`src/rtl/mtp_pkg.sv`:
```
package mtp_pkg;

	typedef enum logic [1:0] {
		EV_CHAR,
		EV_SEP,
		EV_END,
		EV_STOP
	} ev_kind_t;

	typedef struct packed {
		ev_kind_t    kind;
		logic [7:0]  ch;
		logic        is_digit;
		logic [3:0]  digit;
		logic        is_skip;
		logic        is_sign;
		logic        is_minus;
	} event_t;

	typedef struct packed {
		logic [14:0] frequency_hz;
		logic [16:0] duration_ms;
		logic [16:0] rest_ms;
		logic        sound;
		logic        melody_done;
	} result_t;

	localparam int unsigned TDATA_OUT_W = 56;
	localparam logic [16:0] NUM_MAX_POS = 17'd65535;
	localparam logic [16:0] NUM_MAX_NEG = 17'd65536;

	function automatic logic [14:0] note_freq(input logic [6:0] idx);
		logic [14:0] f;
		unique case (idx)
			7'd0: f = 15'd16;     7'd1: f = 15'd17;     7'd2: f = 15'd18;
			7'd3: f = 15'd19;     7'd4: f = 15'd21;     7'd5: f = 15'd22;
			7'd6: f = 15'd23;     7'd7: f = 15'd24;     7'd8: f = 15'd26;
			7'd9: f = 15'd28;     7'd10: f = 15'd29;    7'd11: f = 15'd31;
			7'd12: f = 15'd33;    7'd13: f = 15'd35;    7'd14: f = 15'd37;
			7'd15: f = 15'd39;    7'd16: f = 15'd41;    7'd17: f = 15'd44;
			7'd18: f = 15'd46;    7'd19: f = 15'd49;    7'd20: f = 15'd52;
			7'd21: f = 15'd55;    7'd22: f = 15'd58;    7'd23: f = 15'd62;
			7'd24: f = 15'd65;    7'd25: f = 15'd69;    7'd26: f = 15'd73;
			7'd27: f = 15'd78;    7'd28: f = 15'd82;    7'd29: f = 15'd87;
			7'd30: f = 15'd92;    7'd31: f = 15'd98;    7'd32: f = 15'd104;
			7'd33: f = 15'd110;   7'd34: f = 15'd117;   7'd35: f = 15'd123;
			7'd36: f = 15'd131;   7'd37: f = 15'd139;   7'd38: f = 15'd147;
			7'd39: f = 15'd156;   7'd40: f = 15'd165;   7'd41: f = 15'd175;
			7'd42: f = 15'd185;   7'd43: f = 15'd196;   7'd44: f = 15'd208;
			7'd45: f = 15'd220;   7'd46: f = 15'd233;   7'd47: f = 15'd247;
			7'd48: f = 15'd262;   7'd49: f = 15'd277;   7'd50: f = 15'd294;
			7'd51: f = 15'd311;   7'd52: f = 15'd330;   7'd53: f = 15'd349;
			7'd54: f = 15'd370;   7'd55: f = 15'd392;   7'd56: f = 15'd415;
			7'd57: f = 15'd440;   7'd58: f = 15'd466;   7'd59: f = 15'd494;
			7'd60: f = 15'd523;   7'd61: f = 15'd554;   7'd62: f = 15'd587;
			7'd63: f = 15'd622;   7'd64: f = 15'd659;   7'd65: f = 15'd698;
			7'd66: f = 15'd740;   7'd67: f = 15'd784;   7'd68: f = 15'd831;
			7'd69: f = 15'd880;   7'd70: f = 15'd932;   7'd71: f = 15'd988;
			7'd72: f = 15'd1047;  7'd73: f = 15'd1109;  7'd74: f = 15'd1175;
			7'd75: f = 15'd1245;  7'd76: f = 15'd1319;  7'd77: f = 15'd1397;
			7'd78: f = 15'd1480;  7'd79: f = 15'd1568;  7'd80: f = 15'd1661;
			7'd81: f = 15'd1760;  7'd82: f = 15'd1865;  7'd83: f = 15'd1976;
			7'd84: f = 15'd2093;  7'd85: f = 15'd2217;  7'd86: f = 15'd2349;
			7'd87: f = 15'd2489;  7'd88: f = 15'd2637;  7'd89: f = 15'd2794;
			7'd90: f = 15'd2960;  7'd91: f = 15'd3136;  7'd92: f = 15'd3322;
			7'd93: f = 15'd3520;  7'd94: f = 15'd3729;  7'd95: f = 15'd3951;
			7'd96: f = 15'd4186;  7'd97: f = 15'd4435;  7'd98: f = 15'd4699;
			7'd99: f = 15'd4978;  7'd100: f = 15'd5274; 7'd101: f = 15'd5588;
			7'd102: f = 15'd5920; 7'd103: f = 15'd6272; 7'd104: f = 15'd6645;
			7'd105: f = 15'd7040; 7'd106: f = 15'd7459; 7'd107: f = 15'd7902;
			7'd108: f = 15'd8372; 7'd109: f = 15'd8870; 7'd110: f = 15'd9397;
			7'd111: f = 15'd9956; 7'd112: f = 15'd10548; 7'd113: f = 15'd11175;
			7'd114: f = 15'd11840; 7'd115: f = 15'd12544; 7'd116: f = 15'd13290;
			7'd117: f = 15'd14080; 7'd118: f = 15'd14917; 7'd119: f = 15'd15804;
			7'd120: f = 15'd16744;
			default: f = 15'd0;
		endcase
		return f;
	endfunction

endpackage

```
`src/rtl/mtp_front.sv`:
```
module mtp_front (
	input  logic              s_axis_tvalid,
	output logic              s_axis_tready,
	input  logic [7:0]        s_axis_tdata,   // char_code
	input  logic              s_axis_tuser,   // action
	input  logic              q_ready,
	output logic              push,
	output mtp_pkg::event_t   ev
);

	logic [7:0] c;

	assign c             = s_axis_tdata;
	assign s_axis_tready = q_ready;
	assign push          = s_axis_tvalid & q_ready;

	always_comb begin
		ev          = '0;
		ev.ch       = c;
		ev.is_digit = (c >= "0") && (c <= "9");
		ev.digit    = 4'(c - 8'("0"));
		ev.is_skip  = (c == 8'd11) || (c == 8'd12);
		ev.is_sign  = (c == "+") || (c == "-");
		ev.is_minus = (c == "-");
		if (s_axis_tuser) begin
			ev.kind = mtp_pkg::EV_STOP;
		end else if (c == 8'd0) begin
			ev.kind = mtp_pkg::EV_END;
		end else if (c == 8'd32 || c == 8'd9 || c == 8'd10 || c == 8'd13 || c == ",") begin
			ev.kind = mtp_pkg::EV_SEP;
		end else begin
			ev.kind = mtp_pkg::EV_CHAR;
		end
	end

endmodule

```
`src/rtl/mtp_queue.sv`:
```
module mtp_queue #(
	parameter int unsigned DEPTH = 4
) (
	input  logic              clk,
	input  logic              arst_n,
	input  logic              push,
	input  mtp_pkg::event_t   push_data,
	output logic              ready,
	input  logic              pop,
	output logic              valid,
	output mtp_pkg::event_t   data
);

	localparam int unsigned PTR_W = (DEPTH > 1) ? $clog2(DEPTH) : 1;
	localparam int unsigned CNT_W = $clog2(DEPTH + 1);

	mtp_pkg::event_t   mem_q [DEPTH];
	logic [PTR_W-1:0]  wr_ptr_q;
	logic [PTR_W-1:0]  rd_ptr_q;
	logic [CNT_W-1:0]  count_q;
	logic              do_pop;

	assign ready  = (count_q != CNT_W'(DEPTH));
	assign valid  = (count_q != '0);
	assign data   = mem_q[rd_ptr_q];
	assign do_pop = pop & valid;

	always_ff @(posedge clk) begin
		if (push) begin
			mem_q[wr_ptr_q] <= push_data;
		end
	end

	always_ff @(posedge clk or negedge arst_n) begin
		if (!arst_n) begin
			wr_ptr_q <= '0;
			rd_ptr_q <= '0;
			count_q  <= '0;
		end else begin
			if (push) begin
				wr_ptr_q <= (wr_ptr_q == PTR_W'(DEPTH - 1)) ? '0 : wr_ptr_q + 1'b1;
			end
			if (do_pop) begin
				rd_ptr_q <= (rd_ptr_q == PTR_W'(DEPTH - 1)) ? '0 : rd_ptr_q + 1'b1;
			end
			if (push && !do_pop) begin
				count_q <= count_q + 1'b1;
			end else if (!push && do_pop) begin
				count_q <= count_q - 1'b1;
			end
		end
	end

endmodule

```
`src/rtl/mtp_back.sv`:
```
module mtp_back #(
	parameter int unsigned TOKEN_CHARS = 15
) (
	input  logic              clk,
	input  logic              arst_n,
	input  logic              ev_valid,
	input  mtp_pkg::event_t   ev,
	output logic              ev_pop,
	output logic              out_valid,
	input  logic              out_ready,
	output mtp_pkg::result_t  out_res
);

	localparam int unsigned LEN_W = $clog2(TOKEN_CHARS + 1);

	typedef enum logic [1:0] {
		ST_NOTE,
		ST_DUR,
		ST_REST
	} stage_t;

	typedef enum logic [1:0] {
		PH_LEAD,
		PH_SIGN,
		PH_DIGITS,
		PH_STOPPED
	} phase_t;

	stage_t            stage_q;
	phase_t            phase_q;
	logic [LEN_W-1:0]  len_q;
	logic [7:0]        note_q [3];
	logic [16:0]       acc_q;
	logic              neg_q;
	logic [14:0]       held_freq_q;
	logic [16:0]       held_dur_q;
	logic              out_valid_q;
	mtp_pkg::result_t  out_res_q;

	logic              take;
	logic [3:0]        semi;
	logic              letter_ok;
	logic              oct_ok;
	logic [3:0]        oct;
	logic [6:0]        idx;
	logic [14:0]       tok_freq;
	logic [16:0]       tok_num;
	logic [20:0]       acc_next_w;
	logic [16:0]       acc_next;
	logic              len_room;

	assign take      = ev_valid && (!out_valid_q || out_ready);
	assign ev_pop    = take;
	assign out_valid = out_valid_q;
	assign out_res   = out_res_q;
	assign len_room  = (len_q < LEN_W'(TOKEN_CHARS));

	always_comb begin
		letter_ok = 1'b1;
		unique case (note_q[0])
			"C":     semi = 4'd0;
			"D":     semi = 4'd2;
			"E":     semi = 4'd4;
			"F":     semi = 4'd5;
			"G":     semi = 4'd7;
			"A":     semi = 4'd9;
			"B":     semi = 4'd11;
			default: begin
				semi      = 4'd0;
				letter_ok = 1'b0;
			end
		endcase
		oct_ok = (note_q[1] >= "0") && (note_q[1] <= "9");
		oct    = 4'(note_q[1] - 8'("0"));
		if (len_q >= LEN_W'(3) && note_q[2] == "S") begin
			semi = semi + 4'd1;
		end
		idx = 7'(oct) * 7'd12 + 7'(semi);
		if (len_q >= LEN_W'(2) && letter_ok && oct_ok) begin
			tok_freq = mtp_pkg::note_freq(idx);
		end else begin
			tok_freq = '0;
		end
	end

	always_comb begin
		if (neg_q) begin
			tok_num = 17'(-acc_q);
		end else if (acc_q > mtp_pkg::NUM_MAX_POS) begin
			tok_num = mtp_pkg::NUM_MAX_POS;
		end else begin
			tok_num = acc_q;
		end
		acc_next_w = 21'(acc_q) * 21'd10 + 21'(ev.digit);
		if (acc_next_w > 21'(mtp_pkg::NUM_MAX_NEG)) begin
			acc_next = mtp_pkg::NUM_MAX_NEG;
		end else begin
			acc_next = acc_next_w[16:0];
		end
	end

	always_ff @(posedge clk or negedge arst_n) begin
		if (!arst_n) begin
			stage_q     <= ST_NOTE;
			phase_q     <= PH_LEAD;
			len_q       <= '0;
			note_q[0]   <= '0;
			note_q[1]   <= '0;
			note_q[2]   <= '0;
			acc_q       <= '0;
			neg_q       <= 1'b0;
			held_freq_q <= '0;
			held_dur_q  <= '0;
			out_valid_q <= 1'b0;
			out_res_q   <= '0;
		end else if (take) begin
			out_valid_q <= 1'b0;
			unique case (ev.kind)
				mtp_pkg::EV_STOP, mtp_pkg::EV_END: begin
					if (ev.kind == mtp_pkg::EV_END) begin
						out_valid_q           <= 1'b1;
						out_res_q             <= '0;
						out_res_q.melody_done <= 1'b1;
						if (len_q != '0 && stage_q == ST_REST) begin
							out_res_q.frequency_hz <= held_freq_q;
							out_res_q.duration_ms  <= held_dur_q;
							out_res_q.rest_ms      <= tok_num;
							out_res_q.sound        <= (held_freq_q != '0) &&
								!held_dur_q[16] && (held_dur_q != '0);
						end
					end
					stage_q     <= ST_NOTE;
					phase_q     <= PH_LEAD;
					len_q       <= '0;
					note_q[0]   <= '0;
					note_q[1]   <= '0;
					note_q[2]   <= '0;
					acc_q       <= '0;
					neg_q       <= 1'b0;
					held_freq_q <= '0;
					held_dur_q  <= '0;
				end
				mtp_pkg::EV_SEP: begin
					if (len_q != '0) begin
						unique case (stage_q)
							ST_NOTE: begin
								held_freq_q <= tok_freq;
								stage_q     <= ST_DUR;
							end
							ST_DUR: begin
								held_dur_q <= tok_num;
								stage_q    <= ST_REST;
							end
							default: begin
								out_valid_q            <= 1'b1;
								out_res_q.frequency_hz <= held_freq_q;
								out_res_q.duration_ms  <= held_dur_q;
								out_res_q.rest_ms      <= tok_num;
								out_res_q.sound        <= (held_freq_q != '0) &&
									!held_dur_q[16] && (held_dur_q != '0);
								out_res_q.melody_done  <= 1'b0;
								stage_q                <= ST_NOTE;
								held_freq_q            <= '0;
								held_dur_q             <= '0;
							end
						endcase
						phase_q   <= PH_LEAD;
						len_q     <= '0;
						note_q[0] <= '0;
						note_q[1] <= '0;
						note_q[2] <= '0;
						acc_q     <= '0;
						neg_q     <= 1'b0;
					end
				end
				default: begin
					if (len_room) begin
						if (len_q < LEN_W'(3)) begin
							note_q[len_q[1:0]] <= ev.ch;
						end
						len_q <= len_q + 1'b1;
						unique case (phase_q)
							PH_LEAD: begin
								if (ev.is_skip) begin
									phase_q <= PH_LEAD;
								end else if (ev.is_sign) begin
									neg_q   <= ev.is_minus;
									phase_q <= PH_SIGN;
								end else if (ev.is_digit) begin
									acc_q   <= 17'(ev.digit);
									phase_q <= PH_DIGITS;
								end else begin
									phase_q <= PH_STOPPED;
								end
							end
							PH_SIGN, PH_DIGITS: begin
								if (ev.is_digit) begin
									acc_q   <= acc_next;
									phase_q <= PH_DIGITS;
								end else begin
									phase_q <= PH_STOPPED;
								end
							end
							default: begin
								phase_q <= PH_STOPPED;
							end
						endcase
					end
				end
			endcase
		end else if (out_ready) begin
			out_valid_q <= 1'b0;
		end
	end

endmodule

```
`src/rtl/melody_triplet_parser_unit.sv`:
```
// Channel   Direction  Handshake                      Content
// s_axis    in         s_axis_tvalid / s_axis_tready  one melody text byte or a stop request
// m_axis    out        m_axis_tvalid / m_axis_tready  one tone command or one done item
//
// One input item is accepted per cycle while the input queue has room.
// An accepted byte is first written into the input queue; the parser then takes it from there
// and writes any result that it completes into the output register.
// The parser takes one queued byte per cycle whenever the output register is empty
// or being read in the same cycle, so both sides may stall independently.
// Reset clears the parser state, the queue and the output register at once.
module melody_triplet_parser_unit #(
	parameter int unsigned TOKEN_CHARS = 15,
	parameter int unsigned QUEUE_DEPTH = 4
) (
	input  logic        clk,
	input  logic        arst_n,
	input  logic        s_axis_tvalid,
	output logic        s_axis_tready,
	input  logic [7:0]  s_axis_tdata,   // char_code
	input  logic        s_axis_tuser,   // action
	output logic        m_axis_tvalid,
	input  logic        m_axis_tready,
	output logic [mtp_pkg::TDATA_OUT_W-1:0] m_axis_tdata, // frequency_hz, duration_ms, rest_ms
	output logic        m_axis_tuser,   // sound
	output logic        m_axis_tlast    // melody_done
);

	logic              q_ready;
	logic              push;
	mtp_pkg::event_t   push_ev;
	logic              q_valid;
	mtp_pkg::event_t   q_ev;
	logic              pop;
	mtp_pkg::result_t  res;

	mtp_front u_front (
		.s_axis_tvalid (s_axis_tvalid),
		.s_axis_tready (s_axis_tready),
		.s_axis_tdata  (s_axis_tdata),
		.s_axis_tuser  (s_axis_tuser),
		.q_ready       (q_ready),
		.push          (push),
		.ev            (push_ev)
	);

	mtp_queue #(
		.DEPTH (QUEUE_DEPTH)
	) u_queue (
		.clk       (clk),
		.arst_n    (arst_n),
		.push      (push),
		.push_data (push_ev),
		.ready     (q_ready),
		.pop       (pop),
		.valid     (q_valid),
		.data      (q_ev)
	);

	mtp_back #(
		.TOKEN_CHARS (TOKEN_CHARS)
	) u_back (
		.clk       (clk),
		.arst_n    (arst_n),
		.ev_valid  (q_valid),
		.ev        (q_ev),
		.ev_pop    (pop),
		.out_valid (m_axis_tvalid),
		.out_ready (m_axis_tready),
		.out_res   (res)
	);

	assign m_axis_tdata = {7'd0, res.rest_ms, res.duration_ms, res.frequency_hz};
	assign m_axis_tuser = res.sound;
	assign m_axis_tlast = res.melody_done;

endmodule
```
`config.mk`:
```
export PLATFORM = sky130hd
export DESIGN_NAME = melody_triplet_parser_unit
export DESIGN_NICKNAME = d
export VERILOG_FILES = /design/src/rtl/mtp_pkg.sv /design/src/rtl/mtp_front.sv /design/src/rtl/mtp_queue.sv /design/src/rtl/mtp_back.sv /design/src/rtl/melody_triplet_parser_unit.sv
export SDC_FILE = /design/constraint.sdc
export NUM_CORES = 1
export LEC_CHECK = 0
export BUFFER_PORTS_ARGS = -buffer_cell sky130_fd_sc_hd__buf_2
export CORE_ASPECT_RATIO = 0.6
export CORE_MARGIN = 5
export CORE_UTILIZATION = 56
export CTS_CLUSTER_DIAMETER = 40
export DETAILED_ROUTE_END_ITERATION = 8
export PLACE_DENSITY = 0.77
export SLEW_MARGIN = 20
export SYNTH_ARGS = -nofsm -noshare
export SYNTH_HDL_FRONTEND = slang
export SYNTH_HIERARCHICAL = 1
export SYNTH_SLANG_ARGS = --single-unit
```
`constraint.sdc`:
```
create_clock -name clk -period 4.43 [get_ports clk]
set_clock_uncertainty 0.2 [all_clocks]
set_input_delay 0.886 -clock clk [delete_from_list [all_inputs] [get_ports clk]]
set_output_delay 0.886 -clock clk [all_outputs]
set_load 0.01 [all_outputs]
```
# --- Word-level counts from Yosys, hierarchy flattened ---
# Memory sizes are Yosys's and may differ from the RTL's.
# Index checks and enable logic that the tools add are counted.
totals:
  mem_bits_rw: 72
  n_memories: 2
  reg_bits: 141
  inputBits: 13
  romBits: 1920
  wordCells: 203
  output_inout_bits: 60
classes:
  magnitude_cmp: 12
  multipliers: 2
  muxes: 67
  addsub: 11
  n_eq_ne: 37
  n_reduce_logical: 50
  bitwise: 3
mem_list:
  columns: ["name", "words", "width", "read_ports", "rd_ports_with_merged_regs", "wr", "line", "text"]
  rows:
  - ["(name not given)", 128, 15, 1, 0, 0, "mtp_pkg.sv:34", "unique case (idx)"]
  - ["u_queue.mem_q", 4, 18, 1, 0, 1, "mtp_queue.sv:17", "mtp_pkg::event_t mem_q [DEPTH];"]
ops:
  columns: ["op", "count"]
  rows:
  - ["17-bit 2-to-1 mux", 10]
  - ["51-bit 2-to-1 mux", 3]
  - ["17-bit one-hot mux with 2 select lines", 4]
  - ["51-bit one-hot mux with 2 select lines", 1]
  - ["24-bit 2-to-1 mux", 3]
  - ["8-bit by 7-bit == test with 1-bit output, second input constant", 8]
  - ["15-bit one-hot mux with 2 select lines", 2]
  - ["50-bit 2-to-1 mux", 1]
  - ["24-bit one-hot mux with 2 select lines", 1]
  - ["8-bit by 4-bit == test with 1-bit output, second input constant", 5]
  - ["8-bit by 6-bit == test with 1-bit output, second input constant", 4]
  - ["15-bit 2-to-1 mux", 2]
  - ["24-bit bitwise mux", 1]
  - ["4-bit one-hot mux with 6 select lines", 1]
  - ["21-bit by 4-bit adder with 21-bit output", 1]
  - ["21-bit by 17-bit greater-than comparator with 1-bit output, second input constant", 1]
  - ["17-bit by 3-bit multiplier with 20-bit output, second input constant", 1]
  - ["2-bit 2-to-1 mux", 9]
  - ["17-bit by 16-bit greater-than comparator with 1-bit output, second input constant", 1]
  - ["17-bit negation", 1]
  - ["17-bit nonzero test", 1]
  - ["8-bit demux with 2-bit select", 1]
  - ["8-bit by 6-bit greater-or-equal comparator with 1-bit output, second input constant", 2]
  - ["8-bit by 6-bit <= comparator with 1-bit output, second input constant", 2]
  - ["other kinds (45)", 116]

# --- Logic depth before layout (Yosys ltp) ---
# An unclocked memory read counts as a cell.
logic_depth:
  word_depth: 10
  depth_mapped: 19
  mapped_depth_nobuf: 16

# --- By module ---
# Netlist, hierarchy kept.
modules_own_cells:
  columns: ["module", "area_per_inst_um2", "seq_area_each_um2", "cells_per_inst", "instances"]
  rows:
  - ["mtp_back", 9406.5, 3353.2, 1058, 1]
  - ["mtp_queue", 3027.9, 2337.2, 132, 1]
  - ["mtp_front", 267.8, 0.0, 36, 1]
  - ["melody_triplet_parser_unit", 56.3, 0.0, 8, 1]

# --- Worst setup path after synthesis ---
# Ideal clock, no wire load.
synth_timing:
  kind: "register to register"
  from: "register u_back.acc_q[1]"
  to: "register u_back.acc_q[6]"
  setup_ns: 0.074
  period_less_slack_ns: 4.212
  required_ns: 4.156
  n_path_buf: 2
  path_stages_with_launch: 15
  arrival_ns: 3.938
  slack_ns: 0.218
  cell_sequence: "dfrtp_1 ha_1 ha_1 fa_1 a211oi_4 o32ai_1 and4bb_1 buf_6 nand3_4 or3_4 or4b_1 a21oi_2 o2111ai_2 buf_6 o21ai_2"
synth_between:
  elab_chain_len: 8
synth_lines:
  columns: ["element", "line", "text"]
  rows:
  - ["start: declaration", "mtp_back.sv:33", "logic [16:0] acc_q;"]
  - ["start signal: assignment", "mtp_back.sv:190", "acc_q <= 17'(ev.digit);"]
  - ["start signal: assignment", "mtp_back.sv:198", "acc_q <= acc_next;"]
  - ["17-bit by 3-bit multiplier with 20-bit output *", "mtp_back.sv:94", "acc_next_w = 21'(acc_q) * 21'd10 + 21'(ev.digit);"]
  - ["21-bit by 4-bit adder with 21-bit output *", "mtp_back.sv:94", null]
  - ["21-bit by 17-bit greater-than comparator with 1-bit output", "mtp_back.sv:95", "if (acc_next_w > 21'(mtp_pkg::NUM_MAX_NEG)) begin"]
  - ["17-bit 2-to-1 mux *", "mtp_back.sv:95", null]
  - ["17-bit 2-to-1 mux *", "mtp_back.sv:197", "if (ev.is_digit) begin"]
  - ["17-bit one-hot mux with 2 select lines *", "mtp_back.sv:182", "unique case (phase_q)"]
  - ["17-bit 2-to-1 mux *", "mtp_back.sv:177", "if (len_room) begin"]
  - ["17-bit one-hot mux with 2 select lines *", "mtp_back.sv:118", "unique case (ev.kind)"]
# Mark *: on every way between the ends. The rest lies on a longest branch, timed or not. The select of a mux whose other input is x is not followed.
# A chain may end at the register's enable or synchronous reset.

# --- Worst setup path after layout ---
layout_timing:
  from: "register u_back.acc_q[1]"
  to: "register u_back.acc_q[5]"
# The elaborated chain is that of the path after synthesis.

==> flow_summary_export.csv <==
group,metric,value,unit
hold_path,hold_class,"flip-flop to flip-flop",
final_layout,final_area,0.0142,mm2
hold_path,holdPathEnd,"u_back/out_res[16]",
sta,finalSetupTns,0,ns
drt,drt-initial-drc-count,1278,
synth,async_reset_ff_share,66.2,%
global_route,grt_use_met2,32.2,%
setup_path,cp_top_family,"compound AO/OA/AOI/OAI gates",
global_route,antenna_found_initial,0,
synth,ys.flop_type,"dfrtp_1",
setup_path,reg2regPathDepth,13,
setup_path,cp_num_buf_inv,1,
run_status,status,"completed",
clock_network,cts_tree,"built",
sta,finalSetupViolations,0,
synth,synth_edf_count,72,
pwr,max-vdd-ir-drop,0.282,mV
synth,synthesis.instances,1234,
setup_path,cp-start-kind,"flip-flop",
drt,firstDrtPassIters,8,
floorplan,die_y,127,um
sta,fmax,230,MHz
drt,ant_nets,0,
clock_network,cts_max_path_buffers,3,
floorplan,initial_utilization,57.4,%
synth,synth-seq-area-share,44.6,%
placement,place.gp.congestion,0.998,
setup_path,crit_top_cell,"ha_1",
global_route,top_usage_layer,"met1",
final_layout,nNetsFinal,1384,
setup_path,path_cells,"ha_1 -> ha_1 -> fa_1 -> a211oi_4 -> o21ai_2 -> a22oi_2 -> nand2_2 -> or3_4 -> or4_4 -> a221oi_2 -> o2111ai_2 -> buf_12 -> o21ai_1",
sta,maxSlewHeadroom,33.4,%
setup_path,slowest_delay,0.49,ns
sta,slew_violations,0,
global_route,grt_max_degree,122,
hold_path,holdPathStages,2,
floorplan,coreArea,0.0222,mm2
clock_network,cts_htree_levels,1,
global_route,met3_usage,6.35,%
synth,synth_fa_ha_area_share,7.63,%
run,maxCapViolations,0,
final_layout,drive_above_1_share,18.3,%
setup_path,path_class,"flip-flop to flip-flop",
sta,fin_crit,4.34,ns
synth,synth.avg_cell_area,10.3,um2
floorplan,dieArea,0.0260,mm2
hold_path,worstHoldStart,"u_back/out_res[16]",
synth,synth-simple-area-share,14.4,%
pwr,p_leak,6.24,nW
placement,hpwlAfterDp,23800,um
synth,synthXorXnorAreaFrac,3.09,%
clock_network,root_buffer,"clkbuf_16",
synth,yosys.area.top_type,"dfrtp_1",
clock_network,cts_inserted_buffers,21,
clock_network,path_clk_slew,0.07,ns
synth,synth_compound_area_share,21.0,%
sta,hold_viol_final,0,
global_route,track_usage,24.8,%
final_layout,post-route-util,63.9,%
setup_path,r2r-start,"u_back/acc_q[1]",
drt,avgRoutedWirePerCell,20.4,um
setup_path,required,4.64,ns
pwr,total_power,0.00814,W
global_route,grt.met1_usage,42.1,%
synth,ys_warn_count,6,
pwr,power_density,573,mW/mm2
global_route,grt_pass1_vias,9228,
setup_path,r2r-end,"u_back/acc_q[5]",
drt,routed_via_density,6.32,
setup_path,regToRegSetupSlack,0.09,ns
setup_path,cp_max_fo,10,
clock_network,clk_latency,0.49,ns
final_layout,n_antenna_cell,0,
sta,fin_crit_sh,98.0,%
drt,routed_wirelength,32900,um
synth,synth.area.top_cells,"dfrtp_1 28%, edfxtp_1 17%, ha_1 6.8%",
final_layout,syn2layout_area_growth,11.3,%
global_route,grt-ovfl-total,0,
setup_path,cp.arrival,4.56,ns
drt,vias,10200,
floorplan,pin_count,73,
global_route,grt_pass1_wl,52300,um
setup_path,end_kind,"flip-flop",
synth,synth_top_family_by_area,"compound AO/OA/AOI/OAI gates",
synth,synth.distinct_cells,104,
synth,syn_area,0.0128,mm2
floorplan,die_w,205,um
synth,synth_seq_cells,213,
placement,dpl-instance-area,0.0135,mm2
placement,portBuffers,65,
floorplan,row_count,42,
clock_network,cts_sinks,213,
setup_path,cp_num_cells,13,
drt,drc,0,
synth,synth_top_area_share,27.7,%
clock_network,ctsHoldBuffers,0,
synth,synth.area.mux_share,4.47,%
setup_path,cpMaxStageDelayCell,"or4_4",
sta,tightest_slew,0.998,ns
## final cells by class
cell class / count / area [um2]
Clock inverter: 7 / 80.1
Timing Repair Buffer: 123 / 807
Sequential cell: 213 / 5690
Tap cell: 308 / 385
Clock buffer: 27 / 568
Inverter: 32 / 120
Fill cell: 1748 / 8030
Multi-Input combinational cell: 906 / 6550
## cell usage in the layout, fill, tap and decap left out, types with 5 or more instances in the layout
master / netlist / final
buf_2: 2 / 64
mux2i_1: 9 / 9
nor3_1: 20 / 19
o31ai_1: 9 / 9
or3_1: 8 / 8
mux4_2: 19 / 19
or2_2: 5 / 5
o311ai_0: 6 / 6
a22oi_1: 7 / 7
edfxtp_1: 72 / 72
o211ai_1: 18 / 18
inv_1: 32 / 32
xnor2_1: 24 / 21
a21oi_1: 63 / 63
nand2_1: 142 / 142
and2_1: 7 / 7
ha_1: 69 / 68
nand4_1: 8 / 8
and3_1: 8 / 8
conb_1: 1 / 7
a21o_1: 13 / 13
a31oi_1: 9 / 9
nand3_1: 24 / 24
xor2_1: 16 / 15
o21ai_2: 11 / 11
dfrtp_1: 141 / 141
a211oi_1: 5 / 5
nor2_1: 81 / 80
a32oi_1: 6 / 6
clkbuf_16: 0 / 21
a22o_1: 71 / 71
o21ai_1: 5 / 5
o21a_1: 9 / 9
nand2b_1: 9 / 7
buf_4: 25 / 55
nor4_1: 17 / 17
o21ai_0: 90 / 90
nor2b_1: 7 / 7
o22ai_1: 6 / 6
## sequential cells by signal, indices dropped and copies added (netlist names), 3 cells and up
| register | flops |
|---|---|
| u_back/held_dur_q | 17 |
| u_back/len_q | 4 |
| u_queue/count_q | 3 |
| u_back/held_freq_q | 15 |
| u_queue/mem_q | 72 |
| u_back/note_q | 24 |
| u_back/acc_q | 17 |
| u_back/out_res | 51 |
## metal layers
metal  part of all wire [%]  vias to the layer above
met4                    1.2                        0
met2                     39                      513
met3                     11                       41
met5                      0                        -
li1                       -                     4730
met1                     48                     4928
## kinds of logic (layout without fill, tap and decap cells)
family | after synthesis | after routing
AOI/OAI and AO/OA | 378 | 378
and+or+nand+nor | 372 | 372
adders and majority gates | 75 | 75
muxes | 32 | 32
xor gates and xnor gates | 42 | 42
other | 1 | 7
DFF | 213 | 213
buffers and inverters | 121 | 189
## worst max path at each step
stage	start	end	slack, ns
after floorplan	u_back/acc_q[1]	u_back/acc_q[6]	0.22
after global placement	u_back/acc_q[1]	u_back/acc_q[4]	0.18
after detailed placement	u_back/note_q[3]	u_back/held_freq_q[3]	0.03
after CTS	u_back/acc_q[1]	u_back/acc_q[5]	0.04
after global routing	u_back/acc_q[1]	u_back/acc_q[13]	-0.03
final	u_back/acc_q[1]	u_back/acc_q[5]	0.09
## through the flow
stage          setup WS, ns  cells  hold WS (ns)
3_5_place_dp         0.0336   1580         0.275
6_report             0.0879   1616         0.289
5_1_grt             -0.0332   1616         0.313
3_3_place_gp          0.183   1580         0.262
2_1_floorplan         0.218   1240         0.257
4_1_cts              0.0412   1614         0.295
## power breakdown
part           total (W)  internal (W)  switching [W]
sequential       0.00256       0.00234       0.000217
combinational    0.00387       0.00139        0.00249
clock            0.00171      0.000970       0.000737
total            0.00814       0.00470        0.00344
## cells in the mapped netlist, drive strengths merged, types with 10 or more instances
cell type	count
nand3	25
o21ai	107
nor2	82
o31ai	10
buf	38
clkbuf	49
o211ai	19
a21oi	64
inv	32
a22o	71
and3	10
nor3	21
mux4	19
xor2	17
nor4	17
ha	69
nand2	144
dfrtp	141
xnor2	25
a21o	13
edfxtp	72
or3	12
## timing repair
item                       in CTS  in global routing
buffers inserted                0                  2
pin swaps                       0                  2
gates resized for setup         1                  9
setup endpoints to repair       1                 18
## worst register-to-register path, stage by stage (launching register included)
cell,delay [ns]
dfrtp_1,0.38
ha_1,0.29
ha_1,0.23
fa_1,0.48
a211oi_4,0.36
o21ai_2,0.20
a22oi_2,0.20
nand2_2,0.11
or3_4,0.42
or4_4,0.49
a221oi_2,0.37
o2111ai_2,0.22
buf_12,0.20
o21ai_1,0.13
Power figures use the tool's default switching activity.
